==> src/rtl/scmd_pkg.sv <==
// Shared types, constants and the sine table for the stereo chorus.
// No dependencies.
package scmd_pkg;

  localparam int LINE_DEPTH = 4096;
  localparam int ADDR_W     = 12;
  localparam int TAPS_W     = 13;
  localparam int DEV_W      = 11;
  localparam int SAMPLE_W   = 16;
  localparam int FRAC_W     = 8;
  localparam int SINE_N     = 1024;
  localparam int SINE_IDX_W = 10;
  localparam int LFO_W      = 17;
  localparam int PROD_W     = DEV_W + 1 + LFO_W;
  localparam int OFFSET_W   = PROD_W - FRAC_W;
  localparam int POS_W      = TAPS_W + FRAC_W + 1;
  localparam int CFG_IDX_W  = 3;
  localparam int CFG_DATA_W = 32;

  localparam logic [CFG_IDX_W-1:0] REG_DELAY_TAPS     = 3'd0;
  localparam logic [CFG_IDX_W-1:0] REG_MAX_DEVIATION  = 3'd1;
  localparam logic [CFG_IDX_W-1:0] REG_LFO_PHASE_STEP = 3'd2;
  localparam logic [CFG_IDX_W-1:0] REG_LFO_SHAPE      = 3'd3;

  localparam logic [TAPS_W-1:0] TAPS_RESET  = 13'd1024;
  localparam logic [DEV_W-1:0]  DEV_RESET   = 11'd128;
  localparam logic [31:0]       STEP_RESET  = 32'd429497;
  localparam logic [TAPS_W-1:0] TAPS_MIN    = 13'd2;
  localparam logic [TAPS_W-1:0] TAPS_MAX    = 13'd4096;

  typedef enum logic [1:0] {F_IDLE, F_MUL, F_POS, F_PUSH} front_state_t;
  typedef enum logic [2:0] {B_IDLE, B_RD_OLD, B_RD_NEW, B_LEFT, B_RIGHT, B_OUT} back_state_t;

  typedef struct packed {
    logic [SAMPLE_W-1:0] left_sample;
    logic [SAMPLE_W-1:0] right_sample;
    logic [ADDR_W-1:0]   wp;
    logic [ADDR_W-1:0]   older;
    logic [ADDR_W-1:0]   newer;
    logic [FRAC_W-1:0]   frac;
  } entry_t;

  typedef logic [LFO_W-1:0] sine_tab_t [SINE_N];

  function automatic longint unsigned quarter_sine(input longint unsigned t);
    longint unsigned t2;
    longint unsigned p;
    t2 = (t * t) >> 16;
    p = 64'd5223 - ((t2 * 64'd307) >> 16);
    p = 64'd42334 - ((t2 * p) >> 16);
    p = 64'd102944 - ((t2 * p) >> 16);
    p = (t * p) >> 16;
    if (p > 64'd65536) p = 64'd65536;
    return p;
  endfunction

  function automatic sine_tab_t build_sine();
    sine_tab_t tab;
    longint unsigned a;
    longint unsigned quad;
    longint unsigned t;
    longint unsigned s;
    longint unsigned u;
    for (int i = 0; i < SINE_N; i++) begin
      a = (longint'(i) * 64'd262144) / SINE_N;
      quad = (a >> 16) & 64'd3;
      t = a & 64'hFFFF;
      s = quad[0] ? quarter_sine(64'd65536 - t) : quarter_sine(t);
      u = quad[1] ? (64'd65536 - s) >> 1 : (64'd65536 + s) >> 1;
      tab[i] = u[LFO_W-1:0];
    end
    return tab;
  endfunction

  localparam sine_tab_t SINE_TAB = build_sine();

endpackage

==> src/rtl/scmd_fifo.sv <==
// Two-word queue between front and back end.
// Depends on scmd_pkg.
module scmd_fifo (
  input  logic             clk,
  input  logic             rst,
  input  logic             push_valid,
  output logic             push_ready,
  input  scmd_pkg::entry_t push_data,
  output logic             pop_valid,
  input  logic             pop_ready,
  output scmd_pkg::entry_t pop_data
);

  scmd_pkg::entry_t slots [2];
  logic             wr_ptr, rd_ptr;
  logic [1:0]       count;
  logic             do_push, do_pop;

  assign push_ready = (count != 2'd2);
  assign pop_valid  = (count != 2'd0);
  assign pop_data   = slots[rd_ptr];
  assign do_push    = push_valid && push_ready;
  assign do_pop     = pop_valid && pop_ready;

  always_ff @(posedge clk) begin
    if (rst) begin
      wr_ptr <= 1'b0;
      rd_ptr <= 1'b0;
      count  <= 2'd0;
    end else begin
      if (do_push) wr_ptr <= !wr_ptr;
      if (do_pop) rd_ptr <= !rd_ptr;
      if (do_push && !do_pop) count <= count + 2'd1;
      else if (do_pop && !do_push) count <= count - 2'd1;
    end
  end

  always_ff @(posedge clk) begin
    if (do_push) slots[wr_ptr] <= push_data;
  end

endmodule

==> config.mk <==
export PLATFORM = sky130hd
export DESIGN_NAME = scmd_fifo
export DESIGN_NICKNAME = d
export VERILOG_FILES = /design/src/rtl/scmd_pkg.sv /design/src/rtl/scmd_fifo.sv
export SDC_FILE = /design/constraint.sdc
export NUM_CORES = 1
export LEC_CHECK = 0
export BUFFER_PORTS_ARGS = -buffer_cell sky130_fd_sc_hd__buf_2
export CAP_MARGIN = 5
export CORE_ASPECT_RATIO = 0.5
export CORE_MARGIN = 4
export CORE_UTILIZATION = 52
export DETAILED_ROUTE_END_ITERATION = 12
export PLACE_DENSITY = 0.81
export SYNTH_ARGS = -nofsm -noshare
export SYNTH_HDL_FRONTEND = slang
export SYNTH_SLANG_ARGS = --single-unit
==> constraint.sdc <==
create_clock -name clk -period 4.1 [get_ports clk]
set_clock_uncertainty 0.05 [all_clocks]
set_input_delay 0.41 -clock clk [delete_from_list [all_inputs] [get_ports clk]]
set_output_delay 0.41 -clock clk [all_outputs]
set_load 0.005 [all_outputs]
# --- Yosys cells after proc, flatten, opt, wreduce, memory -nomap -nowiden ---
# Memories as Yosys holds them, arrays and structs flattened. A register that Yosys moved wholly into a read port is not among the register bits.
# Index checks and enable logic that the tools add are counted.
classes:
  n_addsub: 2
  eq_ne: 1
  mux: 6
  reduce_logical: 10
ops:
  columns: ["cell", "n"]
  rows:
  - ["$logic_and A1 B1 Y1", 4]
  - ["$logic_not A1 Y1", 4]
  - ["$mux W1", 4]
  - ["$mux W2", 2]
  - ["$reduce_bool A2 Y1", 2]
  - ["$add A2 B1 Y2 const B", 1]
  - ["$ne A2 B2 Y1 const B", 1]
  - ["$sub A2 B1 Y2 const B", 1]
word_totals:
  register_bits: 4
  ramBits: 152
  inputBits: 80
  n_memories: 1
mem_list:
  columns: ["name", "words", "width", "rd", "rd_clocked_by_memory_dff", "wr", "line", "source"]
  rows:
  - ["slots", 2, 76, 1, 1, 1, "scmd_fifo.sv:14", "scmd_pkg::entry_t slots [2];"]

# --- Logic depth before layout (Yosys ltp) ---
# Gate-level depths: netlist (run 1).
logic_depth:
  depth_word: 6
  ltp_mapped: 6
  depth_no_buf: 6

# --- Least setup slack after synthesis (run 1) ---
# Ideal clock, no wire load.
synth_path:
  kind: "register -> register"
  startpoint: "register count[0]"
  endpoint: "memory slots[1][0] in the netlist's numbering (enable)"
  arrival_ns: 2.420
  required_ns: 3.607
  slack_ns: 1.187
  path_stages_with_launch: 3
  n_path_buf: 0
  period_less_slack_ns: 2.913
  cell_sequence: "dfxtp_1 -> nand2b_1 -> and3_1"
synth_via:
  elab_chain_len: 4
synth_rtl:
  columns: ["item", "line", "source"]
  rows:
  - ["start: declaration", "scmd_fifo.sv:16", "logic [1:0] count;"]
  - ["start signal: assignment", "scmd_fifo.sv:33", "if (do_push && !do_pop) count <= count + 2'd1;"]
  - ["start signal: assignment", "scmd_fifo.sv:34", "else if (do_pop && !do_push) count <= count - 2'd1;"]
  - ["$ne A2 B2 Y1", "scmd_fifo.sv:19", "assign push_ready = (count != 2'd2);"]
  - ["named net push_ready", "scmd_fifo.sv:7", "output logic push_ready,"]
  - ["$logic_and A1 B1 Y1", "scmd_fifo.sv:22", "assign do_push = push_valid && push_ready;"]
  - ["$mux W1", "scmd_fifo.sv:39", "if (do_push) slots[wr_ptr] <= push_data;"]
  - ["$mux W1 (implied by the code)", "scmd_fifo.sv:39", null]
  - ["end: declaration", "scmd_fifo.sv:14", null]
# The timed path passes the listed nets, and every way through them passes these cells.

==> flow_summary.rst, run 1 <==
.. list-table::
   :header-rows: 1

   * - Metric
     - Value
   * - Run status
     - complete, no violations
   * - Cell internal power dissipation
     - between 0.003 and 0.004 W
   * - Starting Density
     - a little over half
   * - Number of pins exceeding their max-slew limit in the final report
     - 0
   * - Clock-pin slew on the worst setup and hold paths
     - 0.06 ns
   * - Average vias per placed instance
     - roughly 4.9
   * - Number of placement rows
     - 26
   * - Maximum root-to-sink buffer count
     - 2
   * - Net switching power figure
     - 0.00107 W
   * - CP delay by family, top
     - flip-flops
   * - Slew headroom
     - 28.7%
   * - Actual transition at the worst max-transition pin
     - 1.07 ns
   * - Setup crit end kind
     - primary output
   * - Worst min path class
     - input pin to flip-flop
   * - Input/output buffers
     - 157
   * - GRT Overall Usage
     - 15.7%
   * - Root buffer cell
     - clkbuf_16
   * - Final min period
     - 2.48 ns
   * - Final routed wire length divided by cell count
     - 17.1 um
   * - YS warnings
     - 0
   * - Post-synthesis cell count
     - 260
   * - Post-cts hold buffer count
     - 0
   * - Antenna violations before repair
     - 0
   * - Antenna fix cells
     - 0
   * - Hold Violations, Final
     - 0
   * - Half-perimeter wire length of the detailed placement result
     - 6450 um
   * - Final Routed Wirelength
     - around 10000 um
   * - Layout cell share with drive strength beyond 1
     - 61.1%
   * - Critical-path cell with the highest stage delay
     - dfxtp_4
   * - Maximum capacitance violations
     - 0
   * - Cells resized by post-CTS repair
     - 0
   * - Power per Cell Area
     - 624 nW/um^2
   * - CTS Buf Count
     - 17
   * - Via total after detailed routing
     - 2869
   * - Worst setup path class
     - flip-flop to primary output
   * - Endpoint arrival time on the critical path
     - around 2 ns
   * - Post-synthesis sequential element count
     - 157
   * - Highest net fanout along the worst path
     - 76
   * - RD Place Congestion
     - ~0.70
   * - Number of buffer and inverter stages on the critical path
     - 1
   * - Sequential power share
     - 48.0%
   * - Synthesized area
     - 5710 um^2
   * - IO Pins
     - 158
   * - Largest stage delay on the critical path
     - 1.00 ns
   * - Data required time of the worst path
     - about 3.6 ns
   * - RSZ-0062 raised after global routing
     - false
   * - Aggregate negative setup slack
     - 0 ns
   * - CTS HTree Levels
     - 4
   * - Setup violation total in the final timing report
     - 0
   * - Number of DRC markers after the initial detailed-route iteration
     - 166
   * - Cell variety after synth
     - 19
   * - Maximum ir drop on the vdd rail
     - 0.541 mV
   * - CTS tree
     - done
   * - Clock network power share
     - 33.9%
   * - Leak
     - 2.70 nW
   * - List of cells traversed by the critical path
     - mux2_2 -> buf_2
   * - Clk Latency, worst-skew pair
     - ~0.40 ns
   * - Cell area after placement
     - 6630 um^2
   * - 1st-pass router iterations
     - 4
   * - Element type at the critical path start
     - flip-flop
   * - Die Outline Area
     - 12800 um^2
   * - Die outline height
     - 82.1 um
   * - Mapped Avg Cell Area
     - 22.0 um^2
   * - Number of sinks handled by clock tree synthesis
     - roughly 160
   * - Nets@finish
     - 511
   * - Via count of the first global-routing pass
     - 3060
   * - Remaining number of nets flagged by the antenna check after routing
     - 0
   * - Net switching share of the total power
     - approximately a quarter
   * - Filler cell count in the final layout
     - 682
   * - Area of the core region
     - 10400 um^2
   * - Fraction of the cycle the final worst path needs
     - 60.4%
   * - Gr ovfl total
     - 0
   * - Net Count, Synth
     - between 300 and 400
   * - DRC violation count after routing
     - 0
   * - Die boundary width
     - 156 um
   * - # Post-CTS Setup Buffers
     - 0
   * - Combinational cell fraction of total power
     - a little under a fifth
   * - Global-route wire length before repair
     - 14800 um
   * - Final std cell area, no fill
     - 7210 um^2
   * - Pin count of the biggest net entering global routing
     - 77
   * - Sequential element share of the synthesized area
     - 81.7%
   * - Area Overhead vs Synth
     - 26.2%
   * - FMAX
     - 0.404 GHz
==> cell usage after synthesis <==
cell / n / share of area (%)
or2_2: 1 / 0.11
buf_6: 4 / 0.79
o21ai_0: 2 / 0.18
buf_2: 3 / 0.26
and3_1: 1 / 0.11
or3_1: 1 / 0.11
and2_1: 1 / 0.11
buf_4: 1 / 0.13
inv_1: 1 / 0.066
dfxtp_1: 5 / 1.8
a21oi_1: 2 / 0.18
mux2_2: 76 / 15
a21bo_2: 1 / 0.18
nor2_1: 3 / 0.20
nand3b_1: 1 / 0.13
nand2b_1: 1 / 0.11
edfxtp_1: 152 / 80
ha_1: 1 / 0.22
xor2_1: 3 / 0.46
==> cell type report <==
type | count | area, um^2 | share of cell area, %
well taps | 140 | 175 | 2.43
clock buffers | 18 | 429 | 5.95
inverters | 1 | 3.75 | 0.0521
repair buffers | 159 | 801 | 11.1
multi-input cells | 94 | 980 | 13.6
flip-flops and latches | 157 | 4670 | 64.8
clock inverters | 13 | 150 | 2.08
==> cell usage in the layout (no fill, tap or decap), types with 2 or more instances in the layout <==
| master | count |
|---|---|
| buf_2 | 157 |
| edfxtp_1 | 152 |
| mux2_2 | 76 |
| clkbuf_16 | 17 |
| clkinv_2 | 6 |
| clkinvlp_4 | 4 |
| dfxtp_1 | 4 |
| xor2_1 | 3 |
| nor2_1 | 3 |
| bufinv_16 | 3 |
| o21ai_0 | 2 |
| a21oi_1 | 2 |
| buf_4 | 2 |
==> power groups by stage <==
| stage | Combinational (W) | Sequential [W] | Clock, W |
|---|---|---|---|
| after floorplan | 0.000579 | 0.00209 | 0 |
| after global placement | 0.000822 | 0.00218 | 0 |
| after detailed placement | 0.000833 | 0.00219 | 0 |
| after CTS | 0.000838 | 0.00216 | 0.00155 |
| after global routing | 0.000899 | 0.00218 | 0.00163 |
| final | 0.000814 | 0.00216 | 0.00152 |
==> state kept, by name (all words and copies together), names as in the netlist, named ones only <==
register / flops
count: 2
wr_ptr: 1
rd_ptr: 1
slots: 152
==> cell families after synthesis <==
group / Yosys count / synth area share, %
AOI/OAI and AO/OA: 5 / 0.526
xor gates and xnor gates: 3 / 0.460
adders and majority gates: 1 / 0.219
buffers and inverters: 9 / 1.25
DFF: 157 / 81.7
muxes: 76 / 15.0
and+or+nand+nor: 9 / 0.877
==> metal layers <==
layer / part of all wire [%] / track usage [%]
met1: 37 / 16.6
met2: 57 / 30.2
met3: 4.4 / 3.90
met4: 1.1 / 7.36
met5: 0 / 0
==> per-stage QoR <==
step | instances | hold WS [ns] | util [%] | setup slack, ns | total power (W)
detailed placement | 551 | 0.444 | 63.5 | 1.86 | 0.00303
CTS | 582 | 0.126 | 69.0 | 1.59 | 0.00455
finish | 582 | 0.143 | 69.0 | 1.62 | 0.00450
floorplan | 260 | 0.421 | - | 1.19 | 0.00267
global placement | 551 | 0.436 | 63.5 | 1.90 | 0.00301
global route | 582 | 0.126 | 69.0 | 1.52 | 0.00471
==> path summary, 6_finish.rpt <==
kind	startpoint	end	cells past startpoint	slack, ns
max reg2reg	count[0]	slots[0][31]	4	1.87
min	push_data[6]	slots[1][6]	1	0.14
max	flip-flop	pop_data[45]	2	1.62
min reg2reg	count[1]	count[1]	2	0.46
==> worst register-to-register path: cells and delay by family, from the launching register on <==
kind	cells	cell delay, ns
AND/OR/NAND/NOR	2	0.34
flip-flops	1	0.40
buffers and inverters	2	1.06
Power figures use the tool's default switching activity.
==> run 2: changes to the inputs <==
==> constraint.sdc (replaced) <==
create_clock -name clk -period 2.3 [get_ports clk]
set_clock_uncertainty 0.05 [all_clocks]
set_input_delay 0.23 -clock clk [delete_from_list [all_inputs] [get_ports clk]]
set_output_delay 0.23 -clock clk [all_outputs]
set_load 0.005 [all_outputs]
==> flow_summary.rst, run 2 (synthesis results as in run 1) <==
.. list-table::
   :header-rows: 1

   * - Metric
     - Value
   * - Maximum ir drop on the vdd rail
     - 0.747 mV (was 0.541 mV)
   * - CTS tree
     - done (unchanged)
   * - Setup violation total in the final timing report
     - 0 (unchanged)
   * - WHS Endpoint
     - wr_ptr (was slots[1][6])
   * - Worst setup path class
     - flip-flop to primary output (unchanged)
   * - Filler cell count in the final layout
     - 570 (was 682)
   * - Layout cell share with drive strength beyond 1
     - 51.9% (was 61.1%)
   * - Die Outline Area
     - 12800 um^2 (unchanged)
   * - Start point of the worst hold path
     - push_valid (was push_data[6])
   * - Registers with the highest flip-flop counts
     - slots (152), count (2) (unchanged)
   * - DRC violation count after routing
     - 0 (unchanged)
   * - Setup WS pre-CTS
     - 0.600 ns (was 1.86 ns)
   * - Die boundary width
     - 156 um (unchanged)
   * - Endpoint arrival time on the critical path
     - 1.82 ns (was 2.02 ns)
   * - Maximum capacitance violations
     - 0 (unchanged)
   * - Final min period
     - 2.10 ns
   * - RSZ-0062 raised after global routing
     - false (unchanged)
   * - Antenna fix cells
     - 0 (unchanged)
   * - Number of placement rows
     - 26 (unchanged)
   * - GRT Overall Usage
     - 19.7% (was 15.7%)
   * - Actual transition at the worst max-transition pin
     - 0.387 ns (was 1.07 ns)
   * - Fraction of the cycle the final worst path needs
     - 91.2%
   * - Average vias per placed instance
     - 4.92 (was 4.93)
   * - Worst min path class
     - input pin to flip-flop (unchanged)
   * - Clk Latency, worst-skew pair
     - 0.40 ns (about the same)
   * - Number of sinks handled by clock tree synthesis
     - 157 (unchanged)
   * - Via total after detailed routing
     - 3269 (was 2869)
   * - Commonest non-fill, non-tap cell in the layout
     - buf_2 (unchanged)
   * - Remaining number of nets flagged by the antenna check after routing
     - 0 (unchanged)
   * - Final core utilization
     - 77.8% (was 69.0%)
   * - CTS Buf Count
     - 17 (unchanged)
   * - Slew headroom
     - 73.9% (was 28.7%)
   * - Setup slack of the worst register-to-register path
     - 0.58 ns (was 1.87 ns)
   * - 1st-pass router iterations
     - 4 (unchanged)
   * - Via count of the first global-routing pass
     - 3492 (was 3060)
   * - Run status
     - complete, no violations (unchanged)
   * - Number of pins exceeding their max-slew limit in the final report
     - 0 (unchanged)
   * - Root buffer cell
     - clkbuf_16 (unchanged)
   * - Setup crit end kind
     - primary output (unchanged)
   * - Die outline height
     - 82.1 um (unchanged)
   * - Hold Violations, Final
     - 0 (unchanged)
   * - Aggregate negative setup slack
     - 0 ns (unchanged)
   * - Gr ovfl total
     - 0 (unchanged)
   * - Element type at the critical path start
     - flip-flop (unchanged)
   * - Cell area after placement
     - 6720 um^2 (was 6630 um^2)
   * - Leak
     - 3.08 nW (was 2.70 nW)
   * - Cells on worst reg2reg path
     - 4 (unchanged)
   * - CTS HTree Levels
     - 4 (unchanged)
   * - Worst hold slack
     - 0.107 ns (was 0.143 ns)
   * - Area of the core region
     - 10400 um^2 (unchanged)
   * - Maximum root-to-sink buffer count
     - 2 (unchanged)
   * - Commonest non-fill, non-tap cells in the layout
     - buf_2 (157), edfxtp_1 (152), dlygate4sd3_1 (77) (was buf_2 (157), edfxtp_1 (152), mux2_2 (76))
   * - Input/output buffers
     - 157 (unchanged)
   * - FMAX
     - 0.477 GHz
   * - Cells on Worst Hold Path
     - 3 (was 1)
   * - IO Pins
     - 158 (unchanged)
   * - Pin count of the biggest net entering global routing
     - 38 (was 77)
   * - Number of DRC markers after the initial detailed-route iteration
     - 211 (was 166)
   * - Half-perimeter wire length of the detailed placement result
     - 6880 um (was 6450 um)
   * - Final std cell area, no fill
     - 8120 um^2 (was 7210 um^2)
   * - Data required time of the worst path
     - 2.02 ns (was 3.64 ns)
   * - Flip-flop count of the largest register after layout
     - 152 (unchanged)
   * - Area Overhead vs Synth
     - 42.2% (was 26.2%)
   * - Nets@finish
     - 592 (was 511)
   * - Antenna violations before repair
     - 0 (unchanged)
   * - Highest net fanout along the worst path
     - 37 (was 76)
   * - Top reg by flops
     - slots (unchanged)
   * - Least setup slack across all paths after layout
     - 0.203 ns (was 1.62 ns)
   * - Global-route wire length before repair
     - 18500 um (was 14800 um)
   * - Worst reg2reg startpoint
     - count[0] (unchanged)
   * - Starting Density
     - 54.7% (unchanged)
   * - Power per Cell Area
     - 1050 nW/um^2 (was 624 nW/um^2)
   * - Clock-pin slew on the worst setup and hold paths
     - 0.06 ns (about the same)
   * - Worst flop-to-flop path endpoint
     - slots[0][66] (was slots[0][31])
   * - Final Routed Wirelength
     - 12300 um (was 9980 um)
   * - RD Place Congestion
     - 0.732 (was 0.704)
   * - Final routed wire length divided by cell count
     - 18.5 um (was 17.1 um)
==> run 2: worst max path at each step <==
stage               startpoint      endpoint  slack [ns]
finish               flip-flop  pop_data[23]        0.20
CTS                  flip-flop  pop_data[56]        0.19
global route         flip-flop  pop_data[49]        0.13
detailed placement    count[0]      count[1]        0.60
global placement     flip-flop  pop_data[65]        0.63
floorplan             count[0]   slots[0][0]        0.05
==> run 2: layout make-up <==
| cell class | instances | area (um^2) | area share, % |
|---|---|---|---|
| Inverter | 1 | 7.51 | 0.0924 |
| Clock buffer | 18 | 429 | 5.28 |
| Clock inverter | 14 | 199 | 2.45 |
| Sequential cell | 157 | 4670 | 57.5 |
| Timing Repair Buffer | 240 | 1660 | 20.5 |
| Multi-Input combinational cell | 94 | 980 | 12.1 |
| Tap cell | 140 | 175 | 2.16 |
==> run 2: worst max-delay path, stage by stage (launching register included) <==
cell,delay [ns]
dfxtp_4,0.58
buf_12,0.28
mux2_2,0.38
buf_2,0.14
==> run 2: routing by layer <==
| metal | track usage [%] | vias up | share of wire [%] |
|---|---|---|---|
| met5 | 0 | - | 0 |
| met4 | 7.36 | 0 | 2.1 |
| met3 | 5.31 | 23 | 3.9 |
| met2 | 37.0 | 94 | 56 |
| met1 | 21.9 | 1621 | 38 |
| li1 | - | 1531 | - |
==> run 2: where the power goes <==
part / switching (W) / leakage, nW / total [W] / internal (W)
Clock: 0.00105 / 0.298 / 0.00296 / 0.00191
Sequential: 0.000172 / 1.46 / 0.00375 / 0.00358
Combinational: 0.000815 / 1.32 / 0.00180 / 0.000983
Total: 0.00204 / 3.08 / 0.00851 / 0.00647
==> run 2: through the flow <==
stage          std cells  power [W]
6_report             664    0.00851
2_1_floorplan        260    0.00474
5_1_grt              664    0.00887
4_1_cts              664    0.00852
3_3_place_gp         555    0.00544
3_5_place_dp         555    0.00547
==> run 2: what timing repair did <==
action,4_1_cts,5_1_grt
endpoints found under the hold margin,157,0
setup buffers,0,0
hold buffers,77,0
gates resized for setup,0,0
==> run 3: changes to the inputs <==
==> constraint.sdc (replaced) <==
create_clock -name clk -period 2.3 [get_ports clk]
set_clock_uncertainty 0.05 [all_clocks]
set_input_delay 0.46 -clock clk [delete_from_list [all_inputs] [get_ports clk]]
set_output_delay 0.46 -clock clk [all_outputs]
set_load 0.005 [all_outputs]
==> flow_summary.rst, run 3 (synthesis results as in run 1) <==
.. list-table::
   :header-rows: 1

   * - Metric
     - Value
   * - Run status
     - complete, no violations (unchanged)
   * - Post-cts hold buffer count
     - 0 (was 77)
   * - Highest net fanout along the worst path
     - 26 (was 37)
   * - CTS tree
     - done (unchanged)
   * - Number of sinks handled by clock tree synthesis
     - 157 (unchanged)
   * - Commonest non-fill, non-tap cell in the layout
     - buf_2 (unchanged)
   * - 1st-pass router iterations
     - 4 (unchanged)
   * - Layout cell share with drive strength beyond 1
     - 59.7% (was 51.9%)
   * - Maximum root-to-sink buffer count
     - 2 (unchanged)
   * - Number of pins exceeding their max-slew limit in the final report
     - 0 (unchanged)
   * - Start point of the worst hold path
     - push_data[30] (was push_valid)
   * - Total power
     - 0.00806 W (was 0.00851 W)
   * - Via count of the first global-routing pass
     - 3163 (was 3492)
   * - Die outline height
     - 82.1 um (unchanged)
   * - Leak
     - 2.73 nW (was 3.08 nW)
   * - Global-route wire length before repair
     - 15600 um (was 18500 um)
   * - Registers with the highest flip-flop counts
     - slots (152), count (2) (unchanged)
   * - Setup crit end kind
     - primary output (unchanged)
   * - Worst setup path class
     - flip-flop to primary output (unchanged)
   * - Antenna fix cells
     - 0 (unchanged)
   * - Worst reg2reg startpoint
     - count[0] (unchanged)
   * - IO Pins
     - 158 (unchanged)
   * - Cells on worst reg2reg path
     - 4 (unchanged)
   * - Timing endpoint of the critical path
     - pop_data[36] (was pop_data[23])
   * - Final routed wire length divided by cell count
     - 17.7 um (was 18.5 um)
   * - Final Routed Wirelength
     - 10400 um (was 12300 um)
   * - Average vias per placed instance
     - 4.99 (was 4.92)
   * - Starting Density
     - 54.7% (unchanged)
   * - Pin count of the biggest net entering global routing
     - 77 (was 38)
   * - Worst hold slack
     - 0.194 ns (was 0.107 ns)
   * - Die Outline Area
     - 12800 um^2 (unchanged)
   * - FMAX
     - 0.453 GHz (was 0.477 GHz)
   * - Top reg by flops
     - slots (unchanged)
   * - Data required time of the worst path
     - 1.79 ns (was 2.02 ns)
   * - Clock-pin slew on the worst setup and hold paths
     - 0.06 ns (about the same)
   * - Setup violation total in the final timing report
     - 0 (unchanged)
   * - DRC violation count after routing
     - 0 (unchanged)
   * - Slew headroom
     - 70.3% (was 73.9%)
   * - Flip-flop count of the largest register after layout
     - 152 (unchanged)
   * - Root buffer cell
     - clkbuf_16 (unchanged)
   * - # Post-CTS Setup Buffers
     - 0 (unchanged)
   * - CTS Buf Count
     - 17 (unchanged)
   * - Maximum ir drop on the vdd rail
     - 0.700 mV (was 0.747 mV)
   * - RD Place Congestion
     - 0.705 (was 0.732)
   * - Via total after detailed routing
     - 2931 (was 3269)
   * - Commonest non-fill, non-tap cells in the layout
     - buf_2 (157), edfxtp_1 (152), mux2_2 (76) (was buf_2 (157), edfxtp_1 (152), dlygate4sd3_1 (77))
   * - Maximum capacitance violations
     - 0 (unchanged)
   * - Number of DRC markers after the initial detailed-route iteration
     - 154 (was 211)
   * - Endpoint arrival time on the critical path
     - 1.70 ns (was 1.82 ns)
   * - RSZ-0062 raised after global routing
     - false (unchanged)
   * - Half-perimeter wire length of the detailed placement result
     - 6830 um (was 6880 um)
   * - Number of placement rows
     - 26 (unchanged)
   * - Worst flop-to-flop path endpoint
     - slots[0][31] (was slots[0][66])
   * - Worst min path class
     - input pin to flip-flop (unchanged)
   * - Gr ovfl total
     - 0 (unchanged)
   * - GRT Overall Usage
     - 16.4% (was 19.7%)
   * - Die boundary width
     - 156 um (unchanged)
   * - Fraction of the cycle the final worst path needs
     - 96.1% (was 91.2%)
   * - Aggregate negative setup slack
     - 0 ns (unchanged)
   * - CTS HTree Levels
     - 4 (unchanged)
   * - Area Overhead vs Synth
     - 27.4% (was 42.2%)
   * - Antenna violations before repair
     - 0 (unchanged)
   * - Element type at the critical path start
     - flip-flop (unchanged)
   * - Input/output buffers
     - 157 (unchanged)
   * - Clk Latency, worst-skew pair
     - 0.40 ns (about the same)
   * - Hold Violations, Final
     - 0 (unchanged)
   * - Remaining number of nets flagged by the antenna check after routing
     - 0 (unchanged)
   * - Setup slack of the worst register-to-register path
     - 0.60 ns (was 0.58 ns)
   * - Final min period
     - 2.21 ns (was 2.10 ns)
   * - Cells resized by post-CTS repair
     - 0 (unchanged)
   * - Nets@finish
     - 515 (was 592)
   * - Actual transition at the worst max-transition pin
     - 0.446 ns (was 0.387 ns)
   * - Area of the core region
     - 10400 um^2 (unchanged)
   * - Power per Cell Area
     - 1110 nW/um^2 (was 1050 nW/um^2)
-- run 3: worst min-delay path by stage --
stage,to,cells past startpoint
2_1_floorplan,count[1],2
3_3_place_gp,rd_ptr,2
3_5_place_dp,flip-flop,2
4_1_cts,slots[0][22],1
5_1_grt,slots[0][75],1
6_report,slots[1][30],1
-- run 3: metrics by stage --
stage / utilization, % / cells / area (um^2) / worst slack (ns)
finish: 69.7 / 587 / 7280 / 0.0902
detailed placement: 64.3 / 555 / 6710 / 0.501
CTS: 69.7 / 587 / 7280 / 0.0548
global placement: 64.3 / 555 / 6710 / 0.510
floorplan: - / 260 / 5720 / 0.0516
global route: 69.7 / 587 / 7280 / 0.0170
-- run 3: layout make-up --
class	count	area, um^2
repair buffers	163	881
inverters	1	7.51
clock buffers	21	440
fillers	693	3170
multi-input cells	94	980
well taps	140	175
clock inverters	11	124
flip-flops and latches	157	4670
-- run 3: where the power goes --
part	total (W)	switching (W)	internal, W
Sequential	0.00373	0.000147	0.00358
Clock	0.00267	0.000991	0.00168
Combinational	0.00166	0.000764	0.000897
Total	0.00806	0.00190	0.00616
-- run 3: worst max-delay path, stage by stage (launching register included) --
cell and delay [ns]:
dfxtp_4 0.55, buf_12 0.23, mux2_2 0.36, buf_2 0.13
-- run 3: routing by layer --
metal / part of all wire [%] / GRT usage, % / vias to the layer above / wire (um)
met4: 1.9 / 7.97 / 0 / 195
met2: 56 / 31.1 / 66 / 5850
met3: 4.2 / 3.75 / 17 / 431
met1: 38 / 17.9 / 1468 / 3900
met5: 0 / 0 / - / 0
li1: - / - / 1380 / -
